$ cat src/rtl/tms_pkg.sv
`default_nettype none
package tms_pkg;

  localparam int CW = 20;
  localparam int IW = 19;
  localparam int TNW = 16;
  localparam int NUM_LANES = 6;
  localparam int NUM_BEATS = 10;
  localparam int NUM_VERTS = 6;
  localparam int COORD_MAX = 524287;
  localparam int MAX_TRIANGLES_DEF = 65536;
  localparam int FRAC_BITS_DEF = 16;
  localparam int IN_DW = 200;
  localparam int OUT_DW = 136;

  typedef logic [2:0][CW-1:0] vec_t;

  typedef struct packed {
    logic start;
    logic ack;
    logic norm_en;
  } lane_ctl_t;

  // corner offsets of faces ADE, BFD, CEF, DFE
  localparam logic [2:0] FACE_TBL [4][3] = '{
    '{3'd1, 3'd4, 3'd5},
    '{3'd2, 3'd6, 3'd4},
    '{3'd3, 3'd5, 3'd6},
    '{3'd4, 3'd6, 3'd5}
  };

endpackage
`default_nettype wire

$ cat src/rtl/tms_lane.sv
`default_nettype none
module tms_lane #(
  parameter int FRAC_BITS = tms_pkg::FRAC_BITS_DEF
) (
  input  wire                clk_i,
  input  wire                rst_ni,
  input  tms_pkg::lane_ctl_t ctl_i,
  input  tms_pkg::vec_t      vec_i,
  output logic               done_o,
  output tms_pkg::vec_t      vec_o
);
  import tms_pkg::*;

  localparam int SW = 2 * CW;
  localparam int RW = CW;
  localparam int SREM_W = RW + 2;
  localparam int QW = FRAC_BITS + 1;
  localparam int QP = 2 * ((QW + 1) / 2);
  localparam int DW = CW + FRAC_BITS;
  localparam int SQ_CYC = RW / 2;
  localparam int DIV_CYC = QP / 2;
  localparam int MAXC = (SQ_CYC > DIV_CYC) ? SQ_CYC : DIV_CYC;
  localparam int CNT_W = $clog2(MAXC + 1);

  typedef enum logic [6:0] {
    ST_IDLE = 7'b0000001,
    ST_SQR  = 7'b0000010,
    ST_SUM  = 7'b0000100,
    ST_ROOT = 7'b0001000,
    ST_DIV  = 7'b0010000,
    ST_FIN  = 7'b0100000,
    ST_DONE = 7'b1000000
  } state_e;

  state_e             state_q;
  logic [CNT_W-1:0]   cnt_q;
  vec_t               vin_q, res_q;
  logic [CW-1:0]      mag_q [3];
  logic [SW-1:0]      sq_q [3];
  logic [SW-1:0]      s_q, s_d;
  logic [RW-1:0]      root_q, root_d;
  logic [SREM_W-1:0]  srem_q, srem_d;
  logic [RW-1:0]      drem_q [3], drem_d [3];
  logic [QP-1:0]      dbits_q [3], dbits_d [3];
  logic [QP-1:0]      quo_q [3], quo_d [3];
  logic [CW-1:0]      mag_c [3];
  vec_t               fin_c;

  always_comb begin
    logic [SW-1:0]     s_v;
    logic [RW-1:0]     root_v;
    logic [SREM_W-1:0] srem_v;
    logic [SREM_W+1:0] t_v, trial_v;
    s_v = s_q;
    root_v = root_q;
    srem_v = srem_q;
    for (int i = 0; i < 2; i++) begin
      t_v = {srem_v, s_v[SW-1 -: 2]};
      trial_v = {{(SREM_W - RW){1'b0}}, root_v, 2'b01};
      if (t_v >= trial_v) begin
        srem_v = SREM_W'(t_v - trial_v);
        root_v = {root_v[RW-2:0], 1'b1};
      end else begin
        srem_v = t_v[SREM_W-1:0];
        root_v = {root_v[RW-2:0], 1'b0};
      end
      s_v = {s_v[SW-3:0], 2'b00};
    end
    s_d = s_v;
    root_d = root_v;
    srem_d = srem_v;
  end

  always_comb begin
    logic [RW-1:0] rem_v;
    logic [QP-1:0] bits_v, quo_v;
    logic [RW:0]   t_v;
    for (int j = 0; j < 3; j++) begin
      rem_v = drem_q[j];
      bits_v = dbits_q[j];
      quo_v = quo_q[j];
      for (int i = 0; i < 2; i++) begin
        t_v = {rem_v, bits_v[QP-1]};
        if (t_v >= {1'b0, root_q}) begin
          rem_v = RW'(t_v - {1'b0, root_q});
          quo_v = {quo_v[QP-2:0], 1'b1};
        end else begin
          rem_v = t_v[RW-1:0];
          quo_v = {quo_v[QP-2:0], 1'b0};
        end
        bits_v = {bits_v[QP-2:0], 1'b0};
      end
      drem_d[j] = rem_v;
      dbits_d[j] = bits_v;
      quo_d[j] = quo_v;
    end
  end

  always_comb begin
    logic [IW-1:0] mq;
    for (int j = 0; j < 3; j++) begin
      mag_c[j] = vec_i[j][CW-1] ? CW'(-vec_i[j]) : vec_i[j];
      mq = (32'(quo_q[j]) > COORD_MAX) ? IW'(COORD_MAX) : IW'(quo_q[j]);
      if (root_q == '0) begin
        fin_c[j] = '0;
      end else if (vin_q[j][CW-1]) begin
        fin_c[j] = CW'(-{1'b0, mq});
      end else begin
        fin_c[j] = {1'b0, mq};
      end
    end
  end

  always_ff @(posedge clk_i or negedge rst_ni) begin
    if (!rst_ni) begin
      state_q <= ST_IDLE;
      cnt_q <= '0;
    end else begin
      case (state_q)
        ST_IDLE: begin
          if (ctl_i.start) state_q <= ctl_i.norm_en ? ST_SQR : ST_DONE;
        end
        ST_SQR: state_q <= ST_SUM;
        ST_SUM: begin
          state_q <= ST_ROOT;
          cnt_q <= '0;
        end
        ST_ROOT: begin
          if (cnt_q == CNT_W'(SQ_CYC - 1)) begin
            state_q <= ST_DIV;
            cnt_q <= '0;
          end else begin
            cnt_q <= cnt_q + 1'b1;
          end
        end
        ST_DIV: begin
          if (cnt_q == CNT_W'(DIV_CYC - 1)) begin
            state_q <= ST_FIN;
            cnt_q <= '0;
          end else begin
            cnt_q <= cnt_q + 1'b1;
          end
        end
        ST_FIN: state_q <= ST_DONE;
        ST_DONE: begin
          if (ctl_i.ack) state_q <= ST_IDLE;
        end
        default: state_q <= ST_IDLE;
      endcase
    end
  end

  always_ff @(posedge clk_i) begin
    logic [DW-1:0] n_v;
    case (state_q)
      ST_IDLE: begin
        if (ctl_i.start) begin
          vin_q <= vec_i;
          res_q <= vec_i;
          for (int j = 0; j < 3; j++) begin
            mag_q[j] <= mag_c[j];
            n_v = {mag_c[j], {FRAC_BITS{1'b0}}};
            drem_q[j] <= RW'(n_v >> QP);
            dbits_q[j] <= n_v[QP-1:0];
            quo_q[j] <= '0;
          end
        end
      end
      ST_SQR: begin
        for (int j = 0; j < 3; j++) sq_q[j] <= mag_q[j] * mag_q[j];
      end
      ST_SUM: begin
        s_q <= sq_q[0] + sq_q[1] + sq_q[2];
        root_q <= '0;
        srem_q <= '0;
      end
      ST_ROOT: begin
        s_q <= s_d;
        root_q <= root_d;
        srem_q <= srem_d;
      end
      ST_DIV: begin
        for (int j = 0; j < 3; j++) begin
          drem_q[j] <= drem_d[j];
          dbits_q[j] <= dbits_d[j];
          quo_q[j] <= quo_d[j];
        end
      end
      ST_FIN: res_q <= fin_c;
      default: ;
    endcase
  end

  assign done_o = (state_q == ST_DONE);
  assign vec_o = res_q;

  a_onehot: assert property (@(posedge clk_i) disable iff (!rst_ni) $onehot(state_q))
    else $error("lane state not one-hot");
  a_root_to_div: assert property (@(posedge clk_i) disable iff (!rst_ni)
    (state_q == ST_ROOT && cnt_q == CNT_W'(SQ_CYC - 1)) |=> state_q == ST_DIV)
    else $error("root phase overran");
  a_zero_vec: assert property (@(posedge clk_i) disable iff (!rst_ni)
    (state_q == ST_FIN && root_q == '0) |=> res_q == '0)
    else $error("zero vector not mapped to zero");

endmodule
`default_nettype wire

$ cat config.mk
export PLATFORM = sky130hd
export DESIGN_NAME = tms_lane
export DESIGN_NICKNAME = d
export VERILOG_FILES = /design/src/rtl/tms_pkg.sv /design/src/rtl/tms_lane.sv
export SDC_FILE = /design/constraint.sdc
export NUM_CORES = 2
export LEC_CHECK = 0
export ABC_AREA = 1
export BUFFER_PORTS_ARGS = -buffer_cell sky130_fd_sc_hd__buf_4
export CAP_MARGIN = 20
export CELL_PAD_IN_SITES_DETAIL_PLACEMENT = 1
export CELL_PAD_IN_SITES_GLOBAL_PLACEMENT = 1
export CORE_ASPECT_RATIO = 1.25
export CORE_MARGIN = 2
export CORE_UTILIZATION = 35
export DETAILED_ROUTE_END_ITERATION = 10
export HOLD_SLACK_MARGIN = 0.06
export PLACE_DENSITY = 0.71
export SLEW_MARGIN = 20
export SYNTH_ARGS = -nofsm -noshare
export SYNTH_HDL_FRONTEND = slang
export SYNTH_SLANG_ARGS = --single-unit
$ cat constraint.sdc
create_clock -name clk_i -period 8.5 [get_ports clk_i]
set_clock_uncertainty 0.15 [all_clocks]
set_input_delay 0.425 -clock clk_i [delete_from_list [all_inputs] [get_ports clk_i]]
set_output_delay 0.425 -clock clk_i [all_outputs]
set_load 0.03 [all_outputs]
==> results.py <==
metrics = {
    "route": {
        "first_pass_iters": 5,
        "drt_iter0_drc": 2378,
        "vias_per_cell": 5.04,
        "postRouteAntennaNets": 0,
        "vias": 53214,
        "finalWirelength_mm": 215,
        "post_drt_wl_per_cell_um": 20.4,
        "drc_errors": 0,
    },
    "critical_path": {
        "path_delay_family": "adder cells",
        "critical-path-slowest-cell": "edfxtp_1",
        "crit_fanout": 20,
        "start_kind": "flip-flop",
        "reg2reg_depth": 28,
        "cp_num_cells": 28,
        "crit_top_cell": "nand2_1",
        "worst-endpoint-arrival_ns": 7.90,
        "critPathCaptureType": "flip-flop",
        "cp.required_ns": 8.70,
        "worst-setup-path-type": "reg2reg",
        "path_buf_inv": 3,
        "critPathMaxStageDelay_ns": 0.97,
    },
    "synthesis": {
        "yosysSeqAreaShare_pct": 20.4,
        "synth-seq-cells": 453,
        "avgSynthCellArea_um2": 8.43,
        "synth_xor_area_share_pct": 5.10,
        "synth_cell_types": 66,
        "synthTopCellsByCount": "inv_1, nand2_1, fa_1",
        "yosys.area_share.simple_pct": 15.3,
        "synth_top_family_by_area": "adder cells",
        "synthCells": 7870,
        "synth_fa_ha_area_share_pct": 39.2,
        "synthMuxAreaShare_pct": 0.0151,
        "synth.top_cell.area_share_pct": 26.5,
        "synth.area.top_cells": "fa_1, edfxtp_1, ha_1",
        "synth_most_common_cell": "inv_1",
        "synth-compound-area-share_pct": 8.81,
        "netlist_area_um2": 66300,
        "yosys_warnings": 0,
        "synth_flop_cell": "edfxtp_1",
        "synth_edf_count": 442,
        "async_flop_share_pct": 2.43,
        "yosys.area.top_type": "fa_1",
    },
    "finish": {
        "drive_gt1_share_pct": 4.78,
        "nNetsFinal": 9615,
        "fin_util_pct": 38.6,
        "final_cells": 10559,
        "area_growth_pct": 9.53,
        "fillCellCount": 22481,
    },
    "global_route": {
        "grt_max_degree": 137,
        "grt_pass1_vias": 60748,
        "antenna_found_initial": 7,
        "grt_pass1_wl_mm": 338,
        "grt-ovfl-total": 0,
        "grt_usage_pct": 22.3,
    },
    "hold_path": {
        "hold_class": "in2reg",
        "min_path_cells": 3,
    },
    "placement": {
        "gp_congestion": 0.928,
        "port_buffers": 125,
        "post-dp-hpwl_mm": 181,
        "dp.cells": 10412,
    },
    "sta": {
        "min_period_ns": 7.70,
        "max_freq_ghz": 0.130,
        "hold_viol_final": 0,
        "worst_pin_slew_ns": 1.08,
        "setup_viol": 0,
        "finalCritPeriodShare_pct": 90.5,
        "setup_tns_ns": 0,
        "rsz0062_at_grt": "no",
        "max_slew_margin_pct": 27.9,
        "slew_violations": 0,
    },
    "clocking": {
        "cts_buffers": 50,
        "post-cts-setup-buffers": 0,
        "h-tree-depth": 2,
        "cts_sinks": 453,
        "cts_tree": "built",
        "clk_path_buf_depth": 3,
        "cts_root_buf": "clkbuf_16",
        "path_clk_slew_ns": 0.07,
        "clk_latency_ns": 0.67,
    },
    "die": {
        "io-pin-count": 126,
        "core-area_um2": 188000,
        "num_rows": 178,
        "dieArea_um2": 193000,
        "initial_core_util_pct": 35.2,
        "fp.dieH_um": 491,
        "die_w_um": 393,
    },
    "job": {
        "drv_cap": 0,
    },
    "run_status": {
        "status": "completed",
    },
}
## repair_timing
item | in CTS | in global routing
hold endpoints to repair | 78 | 0
hold buffers | 55 | 0
resized for setup | 0 | 0
## layout by cell type, fill, tap and decap left out, types with 59 or more instances in the layout
master       n
edfxtp_1   442
nand2_1   1585
a31oi_1     59
xor2_1     247
xnor2_1    139
a21oi_1    402
nor2_1     480
buf_4      221
o21ai_0    323
inv_1     1736
nand3_1    183
nor3_1      68
fa_1       879
ha_1       672
## routing by layer
metal,track usage (%),vias up,wire length (µm)
met5,0,-,0
met4,12.4,0,13700
met3,1.79,452,6150
met2,42.5,1003,114000
met1,24.1,26881,81400
li1,-,24878,-
## tightest hold or removal path: cells and delay by family
| kind | cells | cell delay (ns) |
|---|---|---|
| compound gates | 1 | 0.21 |
| buf+inv | 2 | 0.14 |
## worst paths after layout
check / from / slack [ns] / to
min in group asynchronous: rst_ni / 0.16 / state_q[0]
setup / recovery: mag_q[0][47] / 0.80 / sq_q[0][117]
setup reg to reg: mag_q[0][47] / 0.80 / sq_q[0][117]
hold / removal: vec_i[29] / 0.09 / vec_o[29]
max in group asynchronous: rst_ni / 7.12 / state_q[3]
hold reg to reg: state_q[0] / 0.37 / state_q[0]
## registers in the layout (all words and copies together) (netlist names)
register	flops
srem_q	22
sq_q	117
root_q	20
quo_q	54
s_q	40
dbits_q	6
mag_q	57
vin_q	6
cnt_q	4
vec_o	60
state_q	7
drem_q	60
## stage by stage
step	worst slack [ns]	hold WS, ns	area, µm²
2_1_floorplan	1.12	-0.0206	66300
3_3_place_gp	0.995	0.122	70400
3_5_place_dp	0.886	0.122	70400
4_1_cts	0.819	0.0736	72600
5_1_grt	0.462	0.0975	72600
6_report	0.804	0.0882	72600
## kinds of logic (layout without fill, tap and decap cells)
group,Yosys count,in the layout
other,1,5
adder cells (fa/ha/maj),1551,1551
buffers and inverters,1947,2112
multiplexers,1,1
XOR/XNOR,386,386
AO/OA/AOI/OAI,1042,1042
flip-flops,453,453
AND/OR/NAND/NOR,2489,2489
## cell type report
| class | instances | area, µm² | area share, % |
|---|---|---|---|
| diodes | 2 | 5.00 | 0.00689 |
| multi-input cells | 5472 | 45400 | 62.6 |
| clock buffers | 58 | 1290 | 1.78 |
| clock inverters | 32 | 405 | 0.558 |
| flip-flops and latches | 453 | 13500 | 18.7 |
| inverters | 1745 | 6550 | 9.02 |
| well taps | 2520 | 3150 | 4.34 |
| repair buffers | 277 | 2230 | 3.07 |
Power is left out: the tool's default activity adds up to more than one toggle a clock period on the data nets, which glitch-free logic cannot reach.
