--- src/rtl/tms_pkg.sv ---
`default_nettype none
package tms_pkg;

  localparam int CW = 20;
  localparam int IW = 19;
  localparam int TNW = 16;
  localparam int NUM_LANES = 6;
  localparam int NUM_BEATS = 10;
  localparam int NUM_VERTS = 6;
  localparam int COORD_MAX = 524287;
  localparam int MAX_TRIANGLES_DEF = 65536;
  localparam int FRAC_BITS_DEF = 16;
  localparam int IN_DW = 200;
  localparam int OUT_DW = 136;

  typedef logic [2:0][CW-1:0] vec_t;

  typedef struct packed {
    logic start;
    logic ack;
    logic norm_en;
  } lane_ctl_t;

  // corner offsets of faces ADE, BFD, CEF, DFE
  localparam logic [2:0] FACE_TBL [4][3] = '{
    '{3'd1, 3'd4, 3'd5},
    '{3'd2, 3'd6, 3'd4},
    '{3'd3, 3'd5, 3'd6},
    '{3'd4, 3'd6, 3'd5}
  };

endpackage
`default_nettype wire

--- src/rtl/tms_merge.sv ---
`default_nettype none
module tms_merge (
  input  wire                                clk_i,
  input  wire                                rst_ni,
  input  wire                                load_i,
  input  tms_pkg::vec_t                      verts_i [tms_pkg::NUM_VERTS],
  input  wire  [tms_pkg::IW-1:0]             base_i,
  output logic                               ready_o,
  output logic                               m_axis_tvalid,
  input  wire                                m_axis_tready,
  // vertex_index, out_x, out_y, out_z, corner_first, corner_second, corner_third
  output logic [tms_pkg::OUT_DW-1:0]         m_axis_tdata,
  // is_face
  output logic                               m_axis_tuser,
  output logic                               m_axis_tlast
);
  import tms_pkg::*;

  vec_t          verts_q [NUM_VERTS];
  logic [IW-1:0] base_q;
  logic [3:0]    beat_q;
  logic          valid_q;
  logic          last_c;
  logic [1:0]    fsel;

  assign last_c = (beat_q == 4'(NUM_BEATS - 1));
  assign ready_o = !valid_q || (last_c && m_axis_tready);
  assign fsel = 2'(beat_q - 4'(NUM_VERTS));

  always_ff @(posedge clk_i or negedge rst_ni) begin
    if (!rst_ni) begin
      valid_q <= 1'b0;
      beat_q <= '0;
    end else if (load_i) begin
      valid_q <= 1'b1;
      beat_q <= '0;
    end else if (valid_q && m_axis_tready) begin
      if (last_c) valid_q <= 1'b0;
      beat_q <= beat_q + 1'b1;
    end
  end

  always_ff @(posedge clk_i) begin
    if (load_i) begin
      verts_q <= verts_i;
      base_q <= base_i;
    end
  end

  always_comb begin
    m_axis_tdata = '0;
    m_axis_tuser = 1'b0;
    if (beat_q < 4'(NUM_VERTS)) begin
      m_axis_tdata[18:0] = base_q + IW'(beat_q) + 1'b1;
      m_axis_tdata[38:19] = verts_q[beat_q[2:0]][0];
      m_axis_tdata[58:39] = verts_q[beat_q[2:0]][1];
      m_axis_tdata[78:59] = verts_q[beat_q[2:0]][2];
    end else begin
      m_axis_tuser = 1'b1;
      m_axis_tdata[97:79] = base_q + IW'(FACE_TBL[fsel][0]);
      m_axis_tdata[116:98] = base_q + IW'(FACE_TBL[fsel][1]);
      m_axis_tdata[135:117] = base_q + IW'(FACE_TBL[fsel][2]);
    end
  end

  assign m_axis_tvalid = valid_q;
  assign m_axis_tlast = last_c;

endmodule
`default_nettype wire

--- config.mk ---
export PLATFORM = sky130hd
export DESIGN_NAME = tms_merge
export DESIGN_NICKNAME = d
export VERILOG_FILES = /design/src/rtl/tms_pkg.sv /design/src/rtl/tms_merge.sv
export SDC_FILE = /design/constraint.sdc
export NUM_CORES = 1
export LEC_CHECK = 0
export ABC_AREA = 1
export BUFFER_PORTS_ARGS = -buffer_cell sky130_fd_sc_hd__buf_2
export CAP_MARGIN = 5
export CORE_MARGIN = 2
export CORE_UTILIZATION = 35
export DETAILED_ROUTE_END_ITERATION = 16
export GPL_TIMING_DRIVEN = 0
export PLACE_DENSITY_LB_ADDON = 0.3
export SYNTH_ARGS = -nofsm -noshare
export SYNTH_HDL_FRONTEND = slang
export SYNTH_SLANG_ARGS = --single-unit
--- constraint.sdc ---
create_clock -name clk_i -period 5.05 [get_ports clk_i]
set_clock_uncertainty 0.15 [all_clocks]
set_input_delay 1.01 -clock clk_i [delete_from_list [all_inputs] [get_ports clk_i]]
set_output_delay 1.01 -clock clk_i [all_outputs]
set_load 0.005 [all_outputs]
==> impl_metrics.xml, run 1 <==
<?xml version="1.0" encoding="UTF-8"?>
<metrics>
  <group name="sta">
    <metric name="clock.fmax" unit="MHz">206.1</metric>
    <metric name="worst_slew_margin_rel" unit="%">37.58</metric>
    <metric name="finalHoldWorstSlack" unit="ns">0.1016</metric>
    <metric name="layout_worst_path_cycle_share" unit="%">96.07</metric>
    <metric name="slew_viols_final" unit="">0</metric>
    <metric name="tns" unit="ns">0</metric>
    <metric name="finalWorstSetupSlack" unit="ns">0.1983</metric>
    <metric name="setup_viol" unit="">0</metric>
    <metric name="tightest_slew" unit="ns">0.9362</metric>
    <metric name="final_hold_vio_count" unit="">0</metric>
    <metric name="period_minus_slack" unit="ns">4.852</metric>
    <metric name="rsz0062_at_grt" unit="">no</metric>
  </group>
  <group name="die">
    <metric name="die_y" unit="um">222.7</metric>
    <metric name="starting_density" unit="%">35.29</metric>
    <metric name="core_area" unit="um2">47450</metric>
    <metric name="design.die.area" unit="um2">49600</metric>
    <metric name="number_of_cell_rows" unit="">80</metric>
    <metric name="die_w" unit="um">222.7</metric>
    <metric name="ioPinCount" unit="">523</metric>
  </group>
  <group name="setup_path">
    <metric name="endpoint_kind" unit="">output pin</metric>
    <metric name="worst-endpoint-required" unit="ns">3.89</metric>
    <metric name="largest_fanout_on_the_critical_path" unit="">14</metric>
    <metric name="worstSetupStartpointType" unit="">flip-flop</metric>
    <metric name="path_class" unit="">reg2out</metric>
    <metric name="critical_path_arrival" unit="ns">3.69</metric>
  </group>
  <group name="clocking">
    <metric name="cts_inserted_buffers" unit="">44</metric>
    <metric name="clock_tree.buffer_depth" unit="">3</metric>
    <metric name="worst_setup_hold_path_clk_slew" unit="ns">0.06</metric>
    <metric name="cts_tree" unit="">yes</metric>
    <metric name="cts_root_buf" unit="">clkbuf_16</metric>
    <metric name="clk_latency" unit="ns">0.57</metric>
    <metric name="cts_max_level" unit="">2</metric>
    <metric name="clock-sinks" unit="">384</metric>
    <metric name="hold_buffers_post_cts" unit="">0</metric>
  </group>
  <group name="routing">
    <metric name="top_signal_layer_used" unit="">met5</metric>
    <metric name="final_antenna_net_count" unit="">0</metric>
    <metric name="firstDrtPassIters" unit="">6</metric>
    <metric name="detailroute.wirelength.met3" unit="um">4368</metric>
    <metric name="vias_per_cell" unit="">5.103</metric>
    <metric name="met2_wire_length" unit="um">28760</metric>
    <metric name="detailroute.via_count" unit="">13580</metric>
    <metric name="wirelength" unit="um">58630</metric>
    <metric name="m1WireLength" unit="um">23370</metric>
    <metric name="post-route-drc-count" unit="">0</metric>
    <metric name="avgRoutedWirePerCell" unit="um">22.04</metric>
    <metric name="detailedRoute.firstIterationViolations" unit="">1204</metric>
  </group>
  <group name="power_and_ir_drop">
    <metric name="power.ir.vdd_worst" unit="uV">283.8</metric>
    <metric name="leakagePower" unit="uW">0.008988</metric>
    <metric name="internal_power" unit="uW">5777</metric>
    <metric name="power_frac_clock" unit="%">37.7</metric>
    <metric name="power.switching_fraction" unit="%">25.89</metric>
    <metric name="power.combinational.fraction" unit="%">12.7</metric>
    <metric name="power.net_switching" unit="uW">2018</metric>
    <metric name="seq_power_share" unit="%">49.6</metric>
    <metric name="cellPowerDensity" unit="nW/um2">360.4</metric>
  </group>
  <group name="placement">
    <metric name="place_congestion" unit="">0.8958</metric>
    <metric name="portBuffers" unit="">522</metric>
    <metric name="dp_hpwl" unit="um">43020</metric>
    <metric name="preCtsSetupSlack" unit="ns">0.4590</metric>
    <metric name="place.detailed.instances" unit="">2553</metric>
  </group>
  <group name="final_layout">
    <metric name="area_delta_synth_final" unit="%">29.18</metric>
    <metric name="fin_nets" unit="">2386</metric>
    <metric name="layout-drive-gt1-share" unit="%">33.61</metric>
    <metric name="final_standard_cell_count_with_taps_included_and_fillers_excluded" unit="">2660</metric>
    <metric name="num-fill-cells" unit="">4526</metric>
  </group>
  <group name="global_routing">
    <metric name="grt_pass1_wl" unit="um">84290</metric>
    <metric name="overall_track_demand_over_capacity_in_global_routing" unit="%">22.98</metric>
    <metric name="overflow" unit="">0</metric>
    <metric name="grt_start_max_net_pins" unit="">123</metric>
    <metric name="antenna_violations_before_repair" unit="">40</metric>
    <metric name="number_of_global_route_vias_before_repair" unit="">13540</metric>
  </group>
  <group name="hold_path">
    <metric name="timing.hold.worst.class" unit="">in2async</metric>
  </group>
  <group name="run">
    <metric name="drv.max_cap_violation_count" unit="">0</metric>
  </group>
  <group name="synth">
    <metric name="synthesis.yosys.warnings" unit="">0</metric>
    <metric name="syn_nets" unit="">1813</metric>
    <metric name="netlist_area_before_placement" unit="um2">16740</metric>
    <metric name="syn_inst" unit="">1413</metric>
    <metric name="syn_avg_cell_area" unit="um2">11.85</metric>
    <metric name="yosys_register_bits" unit="">384</metric>
    <metric name="yosysUniqueCellTypes" unit="">38</metric>
    <metric name="synth_sequential_area_ratio" unit="%">68.72</metric>
  </group>
  <group name="outcome">
    <metric name="outcome" unit="">complete, no violations</metric>
  </group>
</metrics>
[cell families (layout without fill, tap and decap cells)]
family | count (synthesis) | in the layout | synth area share, %
compound gates | 458 | 458 | 15.19
xor+xnor | 4 | 4 | 0.2092
fa+ha+maj | 17 | 17 | 1.405
buf+inv | 149 | 756 | 4.118
flops | 384 | 384 | 68.72
other cells | 0 | 25 | 0
simple gates | 401 | 401 | 10.36
[cells in the mapped netlist]
cell / instances / area, um2
ha_1: 14 / 175.2
inv_2: 6 / 22.52
fa_1: 3 / 60.06
inv_1: 58 / 217.7
nand3_4: 1 / 17.52
and2_1: 1 / 6.260
a22oi_1: 2 / 15.01
dfrtp_1: 5 / 125.1
a21oi_1: 110 / 550.5
edfxtp_1: 379 / 11380
nor4_1: 1 / 6.260
nand2_2: 5 / 31.28
nand3_2: 1 / 10.01
nor2_4: 5 / 56.30
buf_2: 40 / 200.2
buf_1: 5 / 18.77
a31oi_1: 2 / 12.51
nor3_1: 19 / 95.09
nor2_2: 6 / 37.54
nor2_8: 2 / 40.04
o21a_1: 64 / 480.5
o21ai_0: 195 / 975.9
nor3_2: 1 / 10.01
clkbuf_1: 20 / 75.07
nand4_1: 3 / 18.77
nor3b_2: 2 / 25.02
buf_6: 2 / 22.52
nand2_4: 3 / 33.78
o21ai_1: 22 / 110.1
o31ai_1: 1 / 7.510
nor2_1: 183 / 686.9
xor2_1: 4 / 35.03
nand3_1: 23 / 115.1
clkbuf_2: 1 / 5.000
buf_4: 17 / 127.6
o22ai_1: 60 / 375.4
nand2_1: 145 / 544.3
a211oi_1: 2 / 15.01
[final timing paths]
path,cells after the start,from,to,slack [ns]
setup / recovery,13,beat_q[0],m_axis_tdata[86],0.20
hold reg to reg,2,m_axis_tvalid,m_axis_tvalid,0.38
setup reg to reg,7,beat_q[0],beat_q[1],3.02
max in group asynchronous,1,rst_ni,beat_q[3],4.49
min in group clk_i,2,m_axis_tvalid,m_axis_tvalid,0.38
hold / removal,1,rst_ni,m_axis_tvalid,0.10
[cells in the final DEF, fill, tap and decap left out, types with 3 or more instances in the layout]
master     Yosys  final
diode_2        0     25
inv_1         58     57
nor3_1        19     19
nand2_1      145    145
inv_2          6      6
fa_1           3      3
o21a_1        64     64
clkinv_2       0      8
buf_1          5      5
nand3_1       23     23
buf_16         0      3
ha_1          14     14
nand2_4        3      3
o21ai_1       22     22
buf_4         17     19
edfxtp_1     379    379
clkinv_1       0     12
o22ai_1       60     60
nand2_2        5      5
nand4_1        3      3
dfrtp_1        5      4
buf_2         40    559
nor2_1       183    182
nor2_2         6      7
xor2_1         4      4
nor2_4         5      5
a21oi_1      110    110
clkbuf_16      0     44
o21ai_0      195    195
buf_6          2      4
clkbuf_1      20     31
[layout make-up]
cell class	instances	area (um2)	share of cell area, %
antenna	25	62.56	0.2893
buffer	85	461.7	2.135
clock buffer	55	1142	5.282
clock inverter	25	170.2	0.7868
inverter	64	244.0	1.128
multi-input combinational	880	4549	21.04
sequential	384	11510	53.21
tap	615	769.5	3.558
timing repair buffer	527	2720	12.58
[worst max-delay path, stage by stage, from the launching register on]
cell	delay (ns)
dfrtp_2	0.47
buf_6	0.19
inv_2	0.07
buf_4	0.24
buf_6	0.25
ha_1	0.29
inv_1	0.14
ha_1	0.25
nand3_1	0.07
nand3_1	0.30
nand2_1	0.25
o21ai_0	0.17
a22oi_1	0.23
buf_2	0.17
[what timing repair did]
action,in CTS,in global routing
setup buffers,0,2
setup endpoints to repair,9,12
resized for setup,3,4
[per-layer routing]
layer / global-route usage (%) / vias up
met5: 0 / -
met4: 10.28 / 26
li1: - / 6299
met2: 38.25 / 611
met3: 5.514 / 138
met1: 28.44 / 6501
[per-stage QoR]
stage / utilization [%] / power, uW / instance area, um2
after floorplan: - / 4344 / 16740
after global placement: 42.42 / 4929 / 20120
after detailed placement: 42.61 / 4916 / 20220
after CTS: 45.39 / 7874 / 21540
after global routing: 45.57 / 8114 / 21620
final: 45.58 / 7795 / 21630
[power groups by stage]
| stage | clock network [uW] | logic, uW | registers [uW] |
|---|---|---|---|
| global placement | 0 | 967 | 3960 |
| finish | 2940 | 989 | 3870 |
| detailed placement | 0 | 984 | 3930 |
| CTS | 3020 | 989 | 3870 |
| floorplan | 0 | 443 | 3900 |
| global route | 3130 | 1090 | 3890 |
[registers in the layout (all words and copies together), names as in the netlist]
register,cells
verts_q,360
base_q,19
beat_q,4
m_axis_tvalid,1
Note: power is estimated with default switching activity, not from simulation.
==> run 2: changes to the inputs <==
==> constraint.sdc (replaced) <==
create_clock -name clk_i -period 5.05 [get_ports clk_i]
set_clock_uncertainty 0.15 [all_clocks]
set_input_delay 0.505 -clock clk_i [delete_from_list [all_inputs] [get_ports clk_i]]
set_output_delay 0.505 -clock clk_i [all_outputs]
set_load 0.005 [all_outputs]
==> run 2 against run 1 <==
Net effect:
- total power rose by 4.0%
- critical path depth grew 3
- die area stayed put
- worst setup slack improved by 0.20 ns
- clock-buffer cell count is the same
- non-clock buffer count increased by 377
- sequential power barely moved
- critical path type unchanged
- largest cell class unchanged
==> impl_metrics.xml, run 2 (synthesized netlist as in run 1, its figures left out) <==
<?xml version="1.0" encoding="UTF-8"?>
<metrics>
  <group name="power_and_ir_drop">
    <metric name="power.ir.vdd_worst" unit="uV">273.4</metric>
    <metric name="cellPowerDensity" unit="nW/um2">319.9</metric>
    <metric name="leakagePower" unit="uW">0.01056</metric>
    <metric name="p_total" unit="uW">8107</metric>
  </group>
  <group name="final_layout">
    <metric name="num-fill-cells" unit="">4028</metric>
    <metric name="largest-register" unit="">verts_q</metric>
    <metric name="final-seq-area" unit="um2">11510</metric>
    <metric name="mostFrequentLayoutCells" unit="">561 x buf_2, 379 x edfxtp_1, 379 x dlygate4sd3_1</metric>
    <metric name="layout-drive-gt1-share" unit="%">28.12</metric>
    <metric name="area_delta_synth_final" unit="%">51.39</metric>
    <metric name="final_standard_cell_count_with_taps_included_and_fillers_excluded" unit="">3021</metric>
    <metric name="fin_nets" unit="">2763</metric>
    <metric name="multi_input_logic_area" unit="um2">4547</metric>
    <metric name="final_common_cell" unit="">buf_2</metric>
    <metric name="flip_flop_count_of_the_largest_register_all_copies_and_words_added" unit="">360</metric>
    <metric name="reg.largest.list" unit="">verts_q (360), base_q (19), beat_q (4)</metric>
  </group>
  <group name="global_routing">
    <metric name="number_of_global_route_vias_before_repair" unit="">16300</metric>
    <metric name="antenna_violations_before_repair" unit="">11</metric>
    <metric name="gr-usage-met3" unit="%">5.303</metric>
    <metric name="use_met2" unit="%">44.38</metric>
    <metric name="globalRouteMet1Util" unit="%">30.61</metric>
    <metric name="grt_pass1_wl" unit="um">95170</metric>
    <metric name="global_route.peak_usage_layer" unit="">met2</metric>
    <metric name="grt_start_max_net_pins" unit="">123</metric>
    <metric name="overall_track_demand_over_capacity_in_global_routing" unit="%">25.48</metric>
    <metric name="overflow" unit="">0</metric>
  </group>
  <group name="clocking">
    <metric name="cts_inserted_buffers" unit="">44</metric>
    <metric name="cts_setup_buffers" unit="">0</metric>
    <metric name="cts_tree" unit="">yes</metric>
    <metric name="worst_setup_hold_path_clk_slew" unit="ns">0.06</metric>
    <metric name="clk_latency" unit="ns">0.58</metric>
    <metric name="cts_root_buf" unit="">clkbuf_16</metric>
    <metric name="clock-sinks" unit="">384</metric>
    <metric name="cts_max_level" unit="">2</metric>
    <metric name="clock_tree.buffer_depth" unit="">3</metric>
    <metric name="cts_resized" unit="">0</metric>
  </group>
  <group name="setup_path">
    <metric name="path_class" unit="">reg2out</metric>
    <metric name="critical_path_arrival" unit="ns">3.99</metric>
    <metric name="total_buffers_and_inverters_traversed_by_the_critical_path" unit="">7</metric>
    <metric name="critical_path_cell_sequence" unit="">buf_2, inv_1, buf_2, ha_1, inv_1, nand2_1, and2_1, ha_1, inv_1, nand2_1, nor2_1, inv_1, nand2_1, nand2_1, a21oi_1, buf_2</metric>
    <metric name="endpoint_kind" unit="">output pin</metric>
    <metric name="critPathTopFamily" unit="">buffers and inverters</metric>
    <metric name="largest_fanout_on_the_critical_path" unit="">13</metric>
    <metric name="worst-endpoint-required" unit="ns">4.39</metric>
    <metric name="worstSetupStartpointType" unit="">flip-flop</metric>
    <metric name="rr_worst_depth" unit="">9</metric>
    <metric name="cp_slowest_stage_delay" unit="ns">0.42</metric>
    <metric name="crit_path_top_delay_cell" unit="">dfrtp_1</metric>
    <metric name="path_depth" unit="">16</metric>
  </group>
  <group name="routing">
    <metric name="firstDrtPassIters" unit="">8</metric>
    <metric name="detailedRoute.firstIterationViolations" unit="">1323</metric>
    <metric name="final_antenna_net_count" unit="">0</metric>
    <metric name="vias_per_cell" unit="">5.120</metric>
    <metric name="avgRoutedWirePerCell" unit="um">21.59</metric>
    <metric name="wirelength" unit="um">65210</metric>
    <metric name="post-route-drc-count" unit="">0</metric>
    <metric name="detailroute.via_count" unit="">15470</metric>
  </group>
  <group name="die">
    <metric name="core_area" unit="um2">47450</metric>
    <metric name="design.die.area" unit="um2">49600</metric>
    <metric name="die_y" unit="um">222.7</metric>
    <metric name="number_of_cell_rows" unit="">80</metric>
    <metric name="ioPinCount" unit="">523</metric>
    <metric name="starting_density" unit="%">35.29</metric>
    <metric name="die_w" unit="um">222.7</metric>
  </group>
  <group name="sta">
    <metric name="layout_worst_path_cycle_share" unit="%">92.03</metric>
    <metric name="rsz0062_at_grt" unit="">no</metric>
    <metric name="slew_viols_final" unit="">0</metric>
    <metric name="finalHoldWorstSlack" unit="ns">0.04375</metric>
    <metric name="clock.fmax" unit="MHz">215.2</metric>
    <metric name="final_hold_vio_count" unit="">0</metric>
    <metric name="tightest_slew" unit="ns">0.9445</metric>
    <metric name="period_minus_slack" unit="ns">4.648</metric>
    <metric name="worst_slew_margin_rel" unit="%">37.04</metric>
    <metric name="setup_viol" unit="">0</metric>
  </group>
  <group name="placement">
    <metric name="place_congestion" unit="">0.8958</metric>
    <metric name="dp_hpwl" unit="um">43020</metric>
    <metric name="place.detailed.instances" unit="">2553</metric>
    <metric name="portBuffers" unit="">522</metric>
  </group>
  <group name="hold_path">
    <metric name="timing.hold.worst.class" unit="">in2reg</metric>
    <metric name="min_delay_path_depth" unit="">1</metric>
  </group>
  <group name="outcome">
    <metric name="outcome" unit="">complete, no violations</metric>
  </group>
  <group name="run">
    <metric name="drv.max_cap_violation_count" unit="">0</metric>
  </group>
</metrics>
-- run 2: layout make-up --
type                    count  share of cell area, %
flip-flops and latches    384                  45.40
clock inverters            25                 0.6714
well taps                 615                  3.036
plain buffers              85                  1.772
repair buffers            904                  25.64
clock buffers              55                  4.507
diodes                      9                0.08886
multi-input cells         880                  17.94
inverters                  64                 0.9478
-- run 2: worst paths after layout --
path                                    start                 to  slack [ns]
worst min-delay path             verts_i[239]       verts_q[239]        0.04
worst min register to register  m_axis_tvalid      m_axis_tvalid        0.38
worst max register to register      beat_q[1]      m_axis_tvalid        2.68
worst max-delay path                beat_q[1]  m_axis_tdata[123]        0.40
max in group asynchronous              rst_ni          beat_q[3]        4.43
min in group asynchronous              rst_ni      m_axis_tvalid        0.14
-- run 2: where the power goes --
group | internal [uW] | switching [uW] | leakage, uW
registers | 3790 | 91.0 | 0.00377
logic | 564 | 694 | 0.00615
clock network | 1620 | 1360 | 0.000637
total | 5970 | 2140 | 0.0106
-- run 2: metrics by stage --
step	setup TNS, ns	setup slack (ns)	utilization, %	instance area (um2)
after detailed placement	0	0.9640	42.61	20220
after global routing	0	0.08852	53.42	25350
after global placement	-874.20	-2.949	42.42	20120
after CTS	0	0.3130	53.37	25320
after floorplan	0	2.120	-	16740
final	0	0.4025	53.42	25350
-- run 2: repair_timing --
item                       CTS  global route
hold endpoints to repair   383             0
setup endpoints to repair    0             0
hold buffers               379             0
-- run 2: per-layer routing --
| layer | wire length [um] | part of all wire [%] |
|---|---|---|
| met1 | 25120 | 39 |
| met4 | 2522 | 3.9 |
| met5 | 13 | 0.020 |
| met2 | 32600 | 50 |
| met3 | 4960 | 7.6 |
